[config.mk]
export PLATFORM = sky130hd
export DESIGN_NAME = midpoint_line_rasterizer_flat
export DESIGN_NICKNAME = d
export VERILOG_FILES = /design/src/design/mlr_pkg.sv /design/src/design/mlr_if.sv /design/src/design/mlr_front.sv /design/src/design/mlr_queue.sv /design/src/design/mlr_back.sv /design/src/design/midpoint_line_rasterizer.sv /design/src/flat_wrapper.sv
export SDC_FILE = /design/constraint.sdc
export NUM_CORES = 1
export LEC_CHECK = 0
export ABC_AREA = 1
export BUFFER_PORTS_ARGS = -buffer_cell sky130_fd_sc_hd__buf_4
export CELL_PAD_IN_SITES_DETAIL_PLACEMENT = 1
export CELL_PAD_IN_SITES_GLOBAL_PLACEMENT = 1
export CORE_ASPECT_RATIO = 0.8
export CORE_UTILIZATION = 48
export CTS_CLUSTER_SIZE = 14
export DETAILED_ROUTE_END_ITERATION = 16
export PLACE_DENSITY_LB_ADDON = 0.12
export SLEW_MARGIN = 20
export SYNTH_ARGS = -nofsm -noshare
export SYNTH_HDL_FRONTEND = slang
export SYNTH_SLANG_ARGS = --single-unit
[constraint.sdc]
create_clock -name clk -period 5.4 [get_ports clk]
set_clock_uncertainty 0.05 [all_clocks]
set_input_delay 1.08 -clock clk [delete_from_list [all_inputs] [get_ports clk]]
set_output_delay 1.08 -clock clk [all_outputs]
set_load 0.02 [all_outputs]
[src/design/mlr_pkg.sv]
`timescale 1ns / 1ps
`default_nettype none

package mlr_pkg;

	// Width of the coordinate fields on the ports
	localparam int FIELD_BITS = 11;
	// Width of the internal coordinate registers
	localparam int COORD_BITS = 11;
	// Decision variable and its increments
	localparam int DEC_BITS = COORD_BITS + 5;

	localparam int QUEUE_DEPTH = 2;
	localparam int QPTR_BITS = (QUEUE_DEPTH > 1) ? $clog2(QUEUE_DEPTH) : 1;
	localparam int QCNT_BITS = $clog2(QUEUE_DEPTH + 1);

	typedef enum logic {
		CMD_START   = 1'b0,
		CMD_ADVANCE = 1'b1
	} command_t;

	typedef enum logic [1:0] {
		OCT_SHALLOW_UP   = 2'd0,
		OCT_SHALLOW_DOWN = 2'd1,
		OCT_STEEP_UP     = 2'd2,
		OCT_STEEP_DOWN   = 2'd3
	} octant_t;

	typedef logic [COORD_BITS-1:0] coord_t;
	typedef logic [DEC_BITS-1:0] dec_t;

	// One classified command, as it waits between front and back
	typedef struct packed {
		logic    is_start;
		logic    last;
		octant_t octant;
		coord_t  x0;
		coord_t  y0;
		coord_t  stop;
		dec_t    decision;
		dec_t    incr_one;
		dec_t    incr_two;
	} entry_t;

	typedef struct packed {
		logic full;
		logic empty;
	} queue_stat_t;

endpackage

`default_nettype wire

[src/design/mlr_if.sv]
`timescale 1ns / 1ps
`default_nettype none

interface mlr_cmd_if;
	logic                            valid;
	logic                            ready;
	logic                            command;
	logic [mlr_pkg::FIELD_BITS-1:0] start_x;
	logic [mlr_pkg::FIELD_BITS-1:0] start_y;
	logic [mlr_pkg::FIELD_BITS-1:0] end_x;
	logic [mlr_pkg::FIELD_BITS-1:0] end_y;

	modport source (output valid, command, start_x, start_y, end_x, end_y, input ready);
	modport sink (input valid, command, start_x, start_y, end_x, end_y, output ready);
endinterface

interface mlr_pix_if;
	logic                            valid;
	logic                            ready;
	logic [mlr_pkg::FIELD_BITS-1:0] pixel_x;
	logic [mlr_pkg::FIELD_BITS-1:0] pixel_y;
	logic                            last_pixel;

	modport source (output valid, pixel_x, pixel_y, last_pixel, input ready);
	modport sink (input valid, pixel_x, pixel_y, last_pixel, output ready);
endinterface

`default_nettype wire

[src/design/mlr_front.sv]
`timescale 1ns / 1ps
`default_nettype none

module mlr_front (
	input  wire logic                 clk,
	input  wire logic                 arst_n,
	input  wire logic                 cfg_write_en,
	input  wire logic                 cfg_write_data,
	mlr_cmd_if.sink                   cmd,
	input  wire mlr_pkg::queue_stat_t qstat,
	output logic                      push,
	output mlr_pkg::entry_t           push_entry
);

	logic draw_enable_q;

	mlr_pkg::coord_t sx, sy, ex, ey, x0, y0, x1, y1;
	logic signed [mlr_pkg::DEC_BITS-1:0] x0e, y0e, x1e, y1e, a, b, dy;

	always_ff @(posedge clk or negedge arst_n) begin
		if (!arst_n) begin
			draw_enable_q <= 1'b0;
		end else if (cfg_write_en) begin
			draw_enable_q <= cfg_write_data;
		end
	end

	assign cmd.ready = !qstat.full;

	// Drop start commands while drawing is off
	assign push = cmd.valid && cmd.ready &&
		(cmd.command == mlr_pkg::CMD_ADVANCE || draw_enable_q);

	always_comb begin
		sx = mlr_pkg::COORD_BITS'(cmd.start_x);
		sy = mlr_pkg::COORD_BITS'(cmd.start_y);
		ex = mlr_pkg::COORD_BITS'(cmd.end_x);
		ey = mlr_pkg::COORD_BITS'(cmd.end_y);
		// Swap so that x never decreases
		if (ex < sx) begin
			x0 = ex; y0 = ey; x1 = sx; y1 = sy;
		end else begin
			x0 = sx; y0 = sy; x1 = ex; y1 = ey;
		end
		x0e = $signed(mlr_pkg::DEC_BITS'(x0));
		y0e = $signed(mlr_pkg::DEC_BITS'(y0));
		x1e = $signed(mlr_pkg::DEC_BITS'(x1));
		y1e = $signed(mlr_pkg::DEC_BITS'(y1));
		a  = y0e - y1e;
		b  = x1e - x0e;
		dy = y1e - y0e;

		push_entry.is_start = (cmd.command == mlr_pkg::CMD_START);
		push_entry.x0 = x0;
		push_entry.y0 = y0;
		if (dy >= 0 && dy <= b) begin
			push_entry.octant   = mlr_pkg::OCT_SHALLOW_UP;
			push_entry.decision = (a <<< 1) + b;
			push_entry.incr_one = a <<< 1;
			push_entry.incr_two = (a + b) <<< 1;
			push_entry.stop     = x1;
			push_entry.last     = (x0 == x1);
		end else if (dy < 0 && dy >= -b) begin
			push_entry.octant   = mlr_pkg::OCT_SHALLOW_DOWN;
			push_entry.decision = (a <<< 1) - b;
			push_entry.incr_one = (a - b) <<< 1;
			push_entry.incr_two = a <<< 1;
			push_entry.stop     = x1;
			push_entry.last     = (x0 == x1);
		end else if (dy > b) begin
			push_entry.octant   = mlr_pkg::OCT_STEEP_UP;
			push_entry.decision = a + (b <<< 1);
			push_entry.incr_one = (a + b) <<< 1;
			push_entry.incr_two = b <<< 1;
			push_entry.stop     = y1;
			push_entry.last     = (y0 == y1);
		end else begin
			push_entry.octant   = mlr_pkg::OCT_STEEP_DOWN;
			push_entry.decision = a - (b <<< 1);
			push_entry.incr_one = -(b <<< 1);
			push_entry.incr_two = (a - b) <<< 1;
			push_entry.stop     = y1;
			push_entry.last     = (y0 == y1);
		end
	end

endmodule

`default_nettype wire

[src/design/mlr_queue.sv]
`timescale 1ns / 1ps
`default_nettype none

module mlr_queue (
	input  wire logic                  clk,
	input  wire logic                  arst_n,
	input  wire logic                  push,
	input  wire mlr_pkg::entry_t       push_entry,
	input  wire logic                  pop,
	output mlr_pkg::entry_t            pop_entry,
	output mlr_pkg::queue_stat_t       qstat
);

	mlr_pkg::entry_t                  slot_q [mlr_pkg::QUEUE_DEPTH];
	logic [mlr_pkg::QPTR_BITS-1:0]    wr_ptr_q, rd_ptr_q;
	logic [mlr_pkg::QCNT_BITS-1:0]    count_q;

	function automatic logic [mlr_pkg::QPTR_BITS-1:0] next_ptr(
		input logic [mlr_pkg::QPTR_BITS-1:0] p);
		if (p == mlr_pkg::QPTR_BITS'(mlr_pkg::QUEUE_DEPTH - 1))
			return '0;
		return p + 1'b1;
	endfunction

	assign qstat.full  = (count_q == mlr_pkg::QCNT_BITS'(mlr_pkg::QUEUE_DEPTH));
	assign qstat.empty = (count_q == '0);
	assign pop_entry   = slot_q[rd_ptr_q];

	always_ff @(posedge clk or negedge arst_n) begin
		if (!arst_n) begin
			wr_ptr_q <= '0;
			rd_ptr_q <= '0;
			count_q  <= '0;
		end else begin
			if (push)
				wr_ptr_q <= next_ptr(wr_ptr_q);
			if (pop)
				rd_ptr_q <= next_ptr(rd_ptr_q);
			if (push && !pop)
				count_q <= count_q + 1'b1;
			else if (pop && !push)
				count_q <= count_q - 1'b1;
		end
	end

	always_ff @(posedge clk) begin
		if (push)
			slot_q[wr_ptr_q] <= push_entry;
	end

endmodule

`default_nettype wire

[src/design/mlr_back.sv]
`timescale 1ns / 1ps
`default_nettype none

module mlr_back (
	input  wire logic                 clk,
	input  wire logic                 arst_n,
	input  wire mlr_pkg::entry_t      pop_entry,
	input  wire mlr_pkg::queue_stat_t qstat,
	output logic                      pop,
	mlr_pix_if.source                 pix
);

	mlr_pkg::coord_t                     cur_x_q, cur_y_q, stop_q;
	logic signed [mlr_pkg::DEC_BITS-1:0] dec_q, incr_one_q, incr_two_q;
	mlr_pkg::octant_t                    octant_q;
	logic                                active_q, valid_q, last_q;

	mlr_pkg::coord_t                     nx, ny;
	logic signed [mlr_pkg::DEC_BITS-1:0] nd;
	logic                                adv_last;

	// Take the next transaction when the output register is free or draining
	assign pop = !qstat.empty && (!valid_q || pix.ready);

	assign pix.valid      = valid_q;
	assign pix.pixel_x    = mlr_pkg::FIELD_BITS'(cur_x_q);
	assign pix.pixel_y    = mlr_pkg::FIELD_BITS'(cur_y_q);
	assign pix.last_pixel = last_q;

	always_comb begin
		nx = cur_x_q;
		ny = cur_y_q;
		nd = dec_q;
		unique case (octant_q)
			mlr_pkg::OCT_SHALLOW_UP: begin
				nx = cur_x_q + 1'b1;
				if (dec_q <= 0) begin
					ny = cur_y_q + 1'b1;
					nd = dec_q + incr_two_q;
				end else begin
					nd = dec_q + incr_one_q;
				end
			end
			mlr_pkg::OCT_SHALLOW_DOWN: begin
				nx = cur_x_q + 1'b1;
				if (dec_q > 0) begin
					ny = cur_y_q - 1'b1;
					nd = dec_q + incr_one_q;
				end else begin
					nd = dec_q + incr_two_q;
				end
			end
			mlr_pkg::OCT_STEEP_UP: begin
				ny = cur_y_q + 1'b1;
				if (dec_q > 0) begin
					nx = cur_x_q + 1'b1;
					nd = dec_q + incr_one_q;
				end else begin
					nd = dec_q + incr_two_q;
				end
			end
			default: begin
				ny = cur_y_q - 1'b1;
				if (dec_q <= 0) begin
					nx = cur_x_q + 1'b1;
					nd = dec_q + incr_two_q;
				end else begin
					nd = dec_q + incr_one_q;
				end
			end
		endcase
		if (octant_q == mlr_pkg::OCT_SHALLOW_UP || octant_q == mlr_pkg::OCT_SHALLOW_DOWN)
			adv_last = (nx == stop_q);
		else
			adv_last = (ny == stop_q);
	end

	always_ff @(posedge clk or negedge arst_n) begin
		if (!arst_n) begin
			active_q <= 1'b0;
			valid_q  <= 1'b0;
		end else if (pop) begin
			if (pop_entry.is_start) begin
				active_q <= !pop_entry.last;
				valid_q  <= 1'b1;
			end else if (active_q) begin
				active_q <= !adv_last;
				valid_q  <= 1'b1;
			end else begin
				// Advance with no line in progress: drop it
				valid_q <= 1'b0;
			end
		end else if (pix.ready) begin
			valid_q <= 1'b0;
		end
	end

	always_ff @(posedge clk) begin
		if (pop) begin
			if (pop_entry.is_start) begin
				cur_x_q    <= pop_entry.x0;
				cur_y_q    <= pop_entry.y0;
				stop_q     <= pop_entry.stop;
				dec_q      <= $signed(pop_entry.decision);
				incr_one_q <= $signed(pop_entry.incr_one);
				incr_two_q <= $signed(pop_entry.incr_two);
				octant_q   <= pop_entry.octant;
				last_q     <= pop_entry.last;
			end else if (active_q) begin
				cur_x_q <= nx;
				cur_y_q <= ny;
				dec_q   <= nd;
				last_q  <= adv_last;
			end
		end
	end

endmodule

`default_nettype wire

[src/design/midpoint_line_rasterizer.sv]
`timescale 1ns / 1ps
`default_nettype none

// Midpoint line rasterizer. A start command (command 0) takes two endpoints and
// returns the leftmost one as the first pixel; each advance command (command 1)
// returns the next pixel of that line, and last_pixel marks the far endpoint.
// Start commands are dropped while draw_enable is 0, and advances with no line
// in progress return nothing. While neither side stalls, the block takes one
// command and delivers one pixel per clock: the front classifies each command
// in its accept cycle, a two-entry queue holds it, and the back steps the
// decision variable with one add and compare a cycle. A command passes through
// a queue slot and the output register, which let either side stall alone.
module midpoint_line_rasterizer (
	input  wire logic clk,
	input  wire logic arst_n,
	input  wire logic cfg_write_en,
	input  wire logic cfg_write_data,
	mlr_cmd_if.sink   cmd,
	mlr_pix_if.source pix
);

	logic                 push, pop;
	mlr_pkg::entry_t      push_entry, pop_entry;
	mlr_pkg::queue_stat_t qstat;

	mlr_front u_front (
		.clk            (clk),
		.arst_n         (arst_n),
		.cfg_write_en   (cfg_write_en),
		.cfg_write_data (cfg_write_data),
		.cmd            (cmd),
		.qstat          (qstat),
		.push           (push),
		.push_entry     (push_entry)
	);

	mlr_queue u_queue (
		.clk        (clk),
		.arst_n     (arst_n),
		.push       (push),
		.push_entry (push_entry),
		.pop        (pop),
		.pop_entry  (pop_entry),
		.qstat      (qstat)
	);

	mlr_back u_back (
		.clk       (clk),
		.arst_n    (arst_n),
		.pop_entry (pop_entry),
		.qstat     (qstat),
		.pop       (pop),
		.pix       (pix)
	);

endmodule

`default_nettype wire

[src/flat_wrapper.sv]
// flat-port wrapper written by rule: the top's interface ports become plain ports
module midpoint_line_rasterizer_flat 
  (clk, arst_n, cfg_write_en, cfg_write_data, cmd_valid, cmd_command, cmd_start_x, cmd_start_y, cmd_end_x, cmd_end_y, cmd_ready, pix_valid, pix_pixel_x, pix_pixel_y, pix_last_pixel, pix_ready);
  mlr_cmd_if cmd_i ();
  mlr_pix_if pix_i ();
  input  wire logic clk;
  input  wire logic arst_n;
  input  wire logic cfg_write_en;
  input  wire logic cfg_write_data;
  input wire logic [$bits(cmd_i.valid)-1:0] cmd_valid;
  input wire logic [$bits(cmd_i.command)-1:0] cmd_command;
  input wire logic [$bits(cmd_i.start_x)-1:0] cmd_start_x;
  input wire logic [$bits(cmd_i.start_y)-1:0] cmd_start_y;
  input wire logic [$bits(cmd_i.end_x)-1:0] cmd_end_x;
  input wire logic [$bits(cmd_i.end_y)-1:0] cmd_end_y;
  output wire logic [$bits(cmd_i.ready)-1:0] cmd_ready;
  output wire logic [$bits(pix_i.valid)-1:0] pix_valid;
  output wire logic [$bits(pix_i.pixel_x)-1:0] pix_pixel_x;
  output wire logic [$bits(pix_i.pixel_y)-1:0] pix_pixel_y;
  output wire logic [$bits(pix_i.last_pixel)-1:0] pix_last_pixel;
  input wire logic [$bits(pix_i.ready)-1:0] pix_ready;
  assign cmd_i.valid = cmd_valid;
  assign cmd_i.command = cmd_command;
  assign cmd_i.start_x = cmd_start_x;
  assign cmd_i.start_y = cmd_start_y;
  assign cmd_i.end_x = cmd_end_x;
  assign cmd_i.end_y = cmd_end_y;
  assign cmd_ready = cmd_i.ready;
  assign pix_valid = pix_i.valid;
  assign pix_pixel_x = pix_i.pixel_x;
  assign pix_pixel_y = pix_i.pixel_y;
  assign pix_last_pixel = pix_i.last_pixel;
  assign pix_i.ready = pix_ready;
  midpoint_line_rasterizer u_core (.clk(clk), .arst_n(arst_n), .cfg_write_en(cfg_write_en), .cfg_write_data(cfg_write_data), .cmd(cmd_i), .pix(pix_i));
endmodule
==> results.sh, run 1 <==
export IMPL_syn_avg_cell_area_sq_um=8.153
export IMPL_clk_path_buf_depth=3
export IMPL_synthCells=2214
export IMPL_start_util_pct=48.72
export IMPL_cts_buffers=25
export IMPL_routabilityCongestion=0.9198
export IMPL_ys_seq_area_share_pct=40.56
export IMPL_yosys_area_share_xor_xnor_pct=6.100
export IMPL_synth_largest_area_cell="edfxtp_1"
export IMPL_numPortBuffers=75
export IMPL_grt_max_degree=67
export IMPL_failing_step="global routing"
export IMPL_rows=63
export IMPL_synth_mux_area_share_pct=0.06238
export IMPL_synth_top_family_by_area="simple AND/OR/NAND/NOR gates"
export IMPL_place_area_sq_um=22600
export IMPL_toolErrorMsg="[ERROR GRT-0232] Routing congestion too high. Check the congestion heatmap in the GUI."
export IMPL_netlist_area_sq_um=18050
export IMPL_worst_endpoint="u_core.u_queue.slot_q[1][47]$_DFFE_PP_/D"
export IMPL_synth_flop_cell="edfxtp_1"
export IMPL_clock_sinks=245
export IMPL_antenna_found_initial=14
export IMPL_dp_slack_ps=-1760
export IMPL_ys_types=63
export IMPL_synth_nets=2401
export IMPL_chipHeight_um=175.5
export IMPL_cts_root_buf="clkbuf_16"
export IMPL_gr_total_overflow=4
export IMPL_synth_top_area_share_pct=39.59
export IMPL_htree_levels=1
export IMPL_yosys_register_bits=245
export IMPL_hpwl_um=55480
export IMPL_synth_simple_area_share_pct=21.81
export IMPL_synthArstFlopShare_pct=2.857
export IMPL_synth_compound_area_share_pct=14.43
export IMPL_synth_edf_count=238
export IMPL_ys_warn_count=0
export IMPL_synthAdderAreaFrac_pct=9.718
export IMPL_ys_top_cells_by_area="edfxtp_1 40%, nand2_1 14%, ha_1 8.9%"
export IMPL_grtUsageTotal_pct=73.15
export IMPL_die_width_um=218.8
export IMPL_outcome="did not finish"
export IMPL_pin_count=76
export IMPL_worst_ep_kind="register data pin"
cell families after synthesis:
kind of cell    after synthesis
mux                           1
buf+inv                     325
fa+ha+maj                   136
compound gates              447
xor+xnor                    121
simple gates                939
flops                       245
cells in the mapped netlist, types with 6 or more instances:
| cell | n |
|---|---|
| a211oi_1 | 6 |
| a21oi_1 | 132 |
| a21oi_2 | 18 |
| a31oi_1 | 21 |
| a32oi_1 | 8 |
| buf_2 | 12 |
| buf_6 | 8 |
| clkbuf_1 | 40 |
| dfrtp_1 | 7 |
| edfxtp_1 | 238 |
| fa_1 | 7 |
| ha_1 | 129 |
| inv_1 | 238 |
| inv_2 | 17 |
| nand2_1 | 651 |
| nand2_2 | 15 |
| nand2_4 | 7 |
| nand3_1 | 78 |
| nand4_1 | 27 |
| nor2_1 | 113 |
| nor3_1 | 13 |
| nor4_1 | 7 |
| o211ai_1 | 9 |
| o21ai_0 | 131 |
| o21ai_1 | 40 |
| o21ai_2 | 6 |
| o21bai_1 | 16 |
| o22ai_1 | 25 |
| o31ai_1 | 11 |
| or2_2 | 7 |
| xnor2_1 | 18 |
| xor2_1 | 99 |
layer usage:
metal / overflow / GRT usage [%]
met5: 0 / 18.59
met1: 0 / 73.70
met4: 2 / 73.93
met2: 2 / 92.10
met3: 0 / 54.29
what timing repair did:
item,in CTS
buffers inserted,69
pin swaps,105
hold buffers,0
setup endpoints to repair,112
gates resized for setup,255
gates cloned,3
per-stage QoR:
| stage | cells | hold WS, ps |
|---|---|---|
| 4_1_cts | 3258 | 293.9 |
| 3_3_place_gp | 3145 | 434.4 |
| 3_5_place_dp | 3146 | 454.1 |
| 2_1_floorplan | 2214 | 417.6 |
==> run 2, diff against run 1 <==
--- a/config.mk
+++ b/config.mk
@@ -7,13 +7,9 @@
 export LEC_CHECK = 0
 export ABC_AREA = 1
 export BUFFER_PORTS_ARGS = -buffer_cell sky130_fd_sc_hd__buf_4
-export CELL_PAD_IN_SITES_DETAIL_PLACEMENT = 1
-export CELL_PAD_IN_SITES_GLOBAL_PLACEMENT = 1
-export CORE_ASPECT_RATIO = 0.8
-export CORE_UTILIZATION = 48
-export CTS_CLUSTER_SIZE = 14
+export CORE_UTILIZATION = 40
 export DETAILED_ROUTE_END_ITERATION = 16
-export PLACE_DENSITY_LB_ADDON = 0.12
+export PLACE_DENSITY_LB_ADDON = 0.15
 export SLEW_MARGIN = 20
 export SYNTH_ARGS = -nofsm -noshare
 export SYNTH_HDL_FRONTEND = slang
==> run 2 against run 1 <==
Effect of this change:
- the flow now finishes, with violations (negative setup slack)
- synthesized area did not move
- synthesized cell count did not move
==> results.sh, run 2 <==
export IMPL_coreArea_sq_um=44320
export IMPL_pin_count=76
export IMPL_synth_top_area_share_pct=39.59
export IMPL_clkTransAtPathRegs_ps=60
export IMPL_arrival_ps=6600
export IMPL_die_width_um=214.4
export IMPL_yosys_register_bits=245
export IMPL_place_area_sq_um=22650
export IMPL_worst_path_max_delay_cell="ha_4"
export IMPL_synthArstFlopShare_pct=2.857
export IMPL_setup_ws_ps=-897.8
export IMPL_setup_violations=112
export IMPL_regMostFlops="u_core.u_queue.slot_q"
export IMPL_gr_total_overflow=0
export IMPL_crit_buf_inv=6
export IMPL_drt_initial_drc_count=1113
export IMPL_final_cell_mix="615 x nand2_1, 516 x buf_4, 238 x edfxtp_1"
export IMPL_grt_max_degree=73
export IMPL_final_antenna_net_count=0
export IMPL_grt_util_met1_pct=33.83
export IMPL_areaGrowthSynthToFinish_pct=38.77
export IMPL_reg_top3="u_core.u_queue.slot_q (158), u_core.u_back.dec_q (16), u_core.u_back.incr_one_q (15)"
export IMPL_gr_usage_met3_pct=1.362
export IMPL_grtUsageTotal_pct=24.39
export IMPL_routabilityCongestion=0.9565
export IMPL_finalCritPeriodShare_pct=116.6
export IMPL_netlist_area_sq_um=18050
export IMPL_worstSetupPathType="input pin to register"
export IMPL_chipHeight_um=214.4
export IMPL_start_util_pct=40.73
export IMPL_start_kind="input pin"
export IMPL_final_common_cell="nand2_1"
export IMPL_cts_root_buf="clkbuf_16"
export IMPL_ys_types=63
export IMPL_hold_buffers=0
export IMPL_hpwl_um=43840
export IMPL_synth_common_cells="651 x nand2_1, 238 x edfxtp_1, 238 x inv_1"
export IMPL_whs_ps=304.3
export IMPL_ys_seq_area_share_pct=40.56
export IMPL_cp_common_cell="nand2_1"
export IMPL_largest_register_ffs=158
export IMPL_violations="negative setup slack"
export IMPL_outcome="finished, violations left"
export IMPL_grt_pass1_wl_um=89620
export IMPL_design_area_sq_um=25050
export IMPL_vdd_ir_drop_max_mv=0.2685
export IMPL_maxSlewHeadroom_pct=40.58
export IMPL_drc_errors=0
export IMPL_critPathTopFamily="simple AND/OR/NAND/NOR gates"
export IMPL_pwr_share_comb_pct=64.8
export IMPL_hold_violations=0
export IMPL_rows=77
export IMPL_cts_tree="built"
export IMPL_post_drt_wl_per_cell_um=16.90
export IMPL_synth_flop_cell="edfxtp_1"
export IMPL_vias_per_cell=5.046
export IMPL_synth_edf_count=238
export IMPL_htree_levels=1
export IMPL_clock_sinks=245
export IMPL_cts_buffers=23
export IMPL_numPortBuffers=75
export IMPL_yosysMostFrequentCell="nand2_1"
export IMPL_diodes=0
export IMPL_layout_min_cycle_time_ps=6298
export IMPL_use_met2_pct=41.83
export IMPL_cp_data_required_time_ps=5700
export IMPL_dp_slack_ps=-1533
export IMPL_grt_pass1_vias=16680
export IMPL_cpPeakStageDelay_ps=320
export IMPL_synth_nets=2401
export IMPL_drive_above_1_share_pct=31.35
export IMPL_vias=16890
export IMPL_seq_power_share_pct=24.1
export IMPL_p_int_mw=8.617
export IMPL_powerDensity_nw_per_um2=621.1
export IMPL_slew_viol_final=0
export IMPL_antenna_found_initial=0
export IMPL_cp_max_fo=5
export IMPL_syn_avg_cell_area_sq_um=8.153
export IMPL_ys_warn_count=0
export IMPL_gr_max_usage_layer="met2"
export IMPL_power_leakage_nw=11.60
export IMPL_synth_largest_area_cell="edfxtp_1"
export IMPL_p_sw_share_pct=44.61
export IMPL_grt_setup_unrepaired="yes"
export IMPL_tns_ps=-63460
export IMPL_clock_fmax_mhz=158.8
export IMPL_utilization_pct=56.52
export IMPL_dr_pass1_iters=5
export IMPL_synthCells=2214
export IMPL_ys_top_cells_by_area="edfxtp_1 40%, nand2_1 14%, ha_1 8.9%"
export IMPL_crit_path_end_kind="register"
export IMPL_hp_class="input pin to asynchronous set/reset pin"
export IMPL_p_clk_share_pct=11.1
export IMPL_p_switching_mw=6.941
export IMPL_drv_cap=0
export IMPL_drt_total_wl_um=56590
export IMPL_worst_slew_pin_slew_ps=890.3
export IMPL_die_area_sq_um=45980
export IMPL_clk_path_buf_depth=3
export IMPL_worstSkewPairLatency_ps=520
export IMPL_fin_nets=2928
## run 2: timing repair
action                                  4_1_cts  5_1_grt
pin swaps                                    73       71
gates cloned                                  6        0
endpoints found under the hold margin         0        0
buffers inserted                             49       16
resized for setup                           147       85
endpoints found under the setup margin      112      112
## run 2: power by group through the flow
stage,sequential (mW),combinational (mW),clock [mW]
final,3.75,10.1,1.72
after global routing,3.83,11.1,1.82
after detailed placement,3.79,8.82,0
after global placement,3.78,8.62,0
after CTS,3.75,9.66,1.75
after floorplan,3.74,5.44,0
## run 2: final timing paths
path                                           startpoint                           end  slack (ps)  depth (start not counted)
worst max-delay path                        cmd_end_x[10]  u_core.u_queue.slot_q[0][47]        -900                         47
worst min-delay path                               arst_n     u_core.u_queue.count_q[0]         300                          1
worst max register to register     u_core.u_back.dec_q[1]        u_core.u_back.active_q        1630                         17
worst min register to register  u_core.u_queue.count_q[0]     u_core.u_queue.count_q[0]         450                          1
max in group asynchronous                          arst_n       u_core.u_queue.rd_ptr_q        4850                          1
min in group clk                u_core.u_queue.count_q[0]     u_core.u_queue.count_q[0]         450                          1
## run 2: cells by family (layout without fill, tap and decap cells)
family / count (synthesis) / in the layout / share of synthesized area (%)
xor gates and xnor gates: 121 / 121 / 6.100
muxes: 1 / 1 / 0.06238
and+or+nand+nor: 939 / 940 / 21.81
adders and majority gates: 136 / 136 / 9.718
buffers and inverters: 325 / 866 / 7.313
DFF: 245 / 245 / 40.56
AOI/OAI and AO/OA: 447 / 447 / 14.43
## run 2: cell type report
class | instances | area [sq um]
clock buffer | 24 | 579.3
clock inverter | 16 | 225.2
fill | 4051 | 19270
inverter | 258 | 1015
multi-input combinational | 1645 | 10530
sequential | 245 | 7323
tap | 592 | 740.7
timing repair buffer | 566 | 4622
timing repair inverter | 2 | 20.02
## run 2: worst reg2reg max path, stage by stage, from the launching register on
cell      delay [ps]
edfxtp_1         450
nor4_1           530
nand4_1          180
nand2_1          130
buf_4            340
nand2_1          190
nand2_1          330
nand2_1          110
xor2_1           170
nand2_1           60
a21boi_0         310
xor2_1           120
nor2_1           130
nand2_1           70
nor2_1           110
nand3_1          110
nand2_1          170
a21oi_1           80
## run 2: per-stage QoR
step	instances	total power, mW
after detailed placement	3240	12.62
after CTS	3332	15.17
final	3348	15.56
after global placement	3240	12.40
after global routing	3348	16.76
after floorplan	2214	9.175
## run 2: layer usage
layer / vias up / wire [um]
met3: 67 / 2166
met4: 0 / 1023
li1: 8541 / -
met5: - / 0
met2: 397 / 27090
met1: 7888 / 26300
Power figures use the tool's default switching activity.
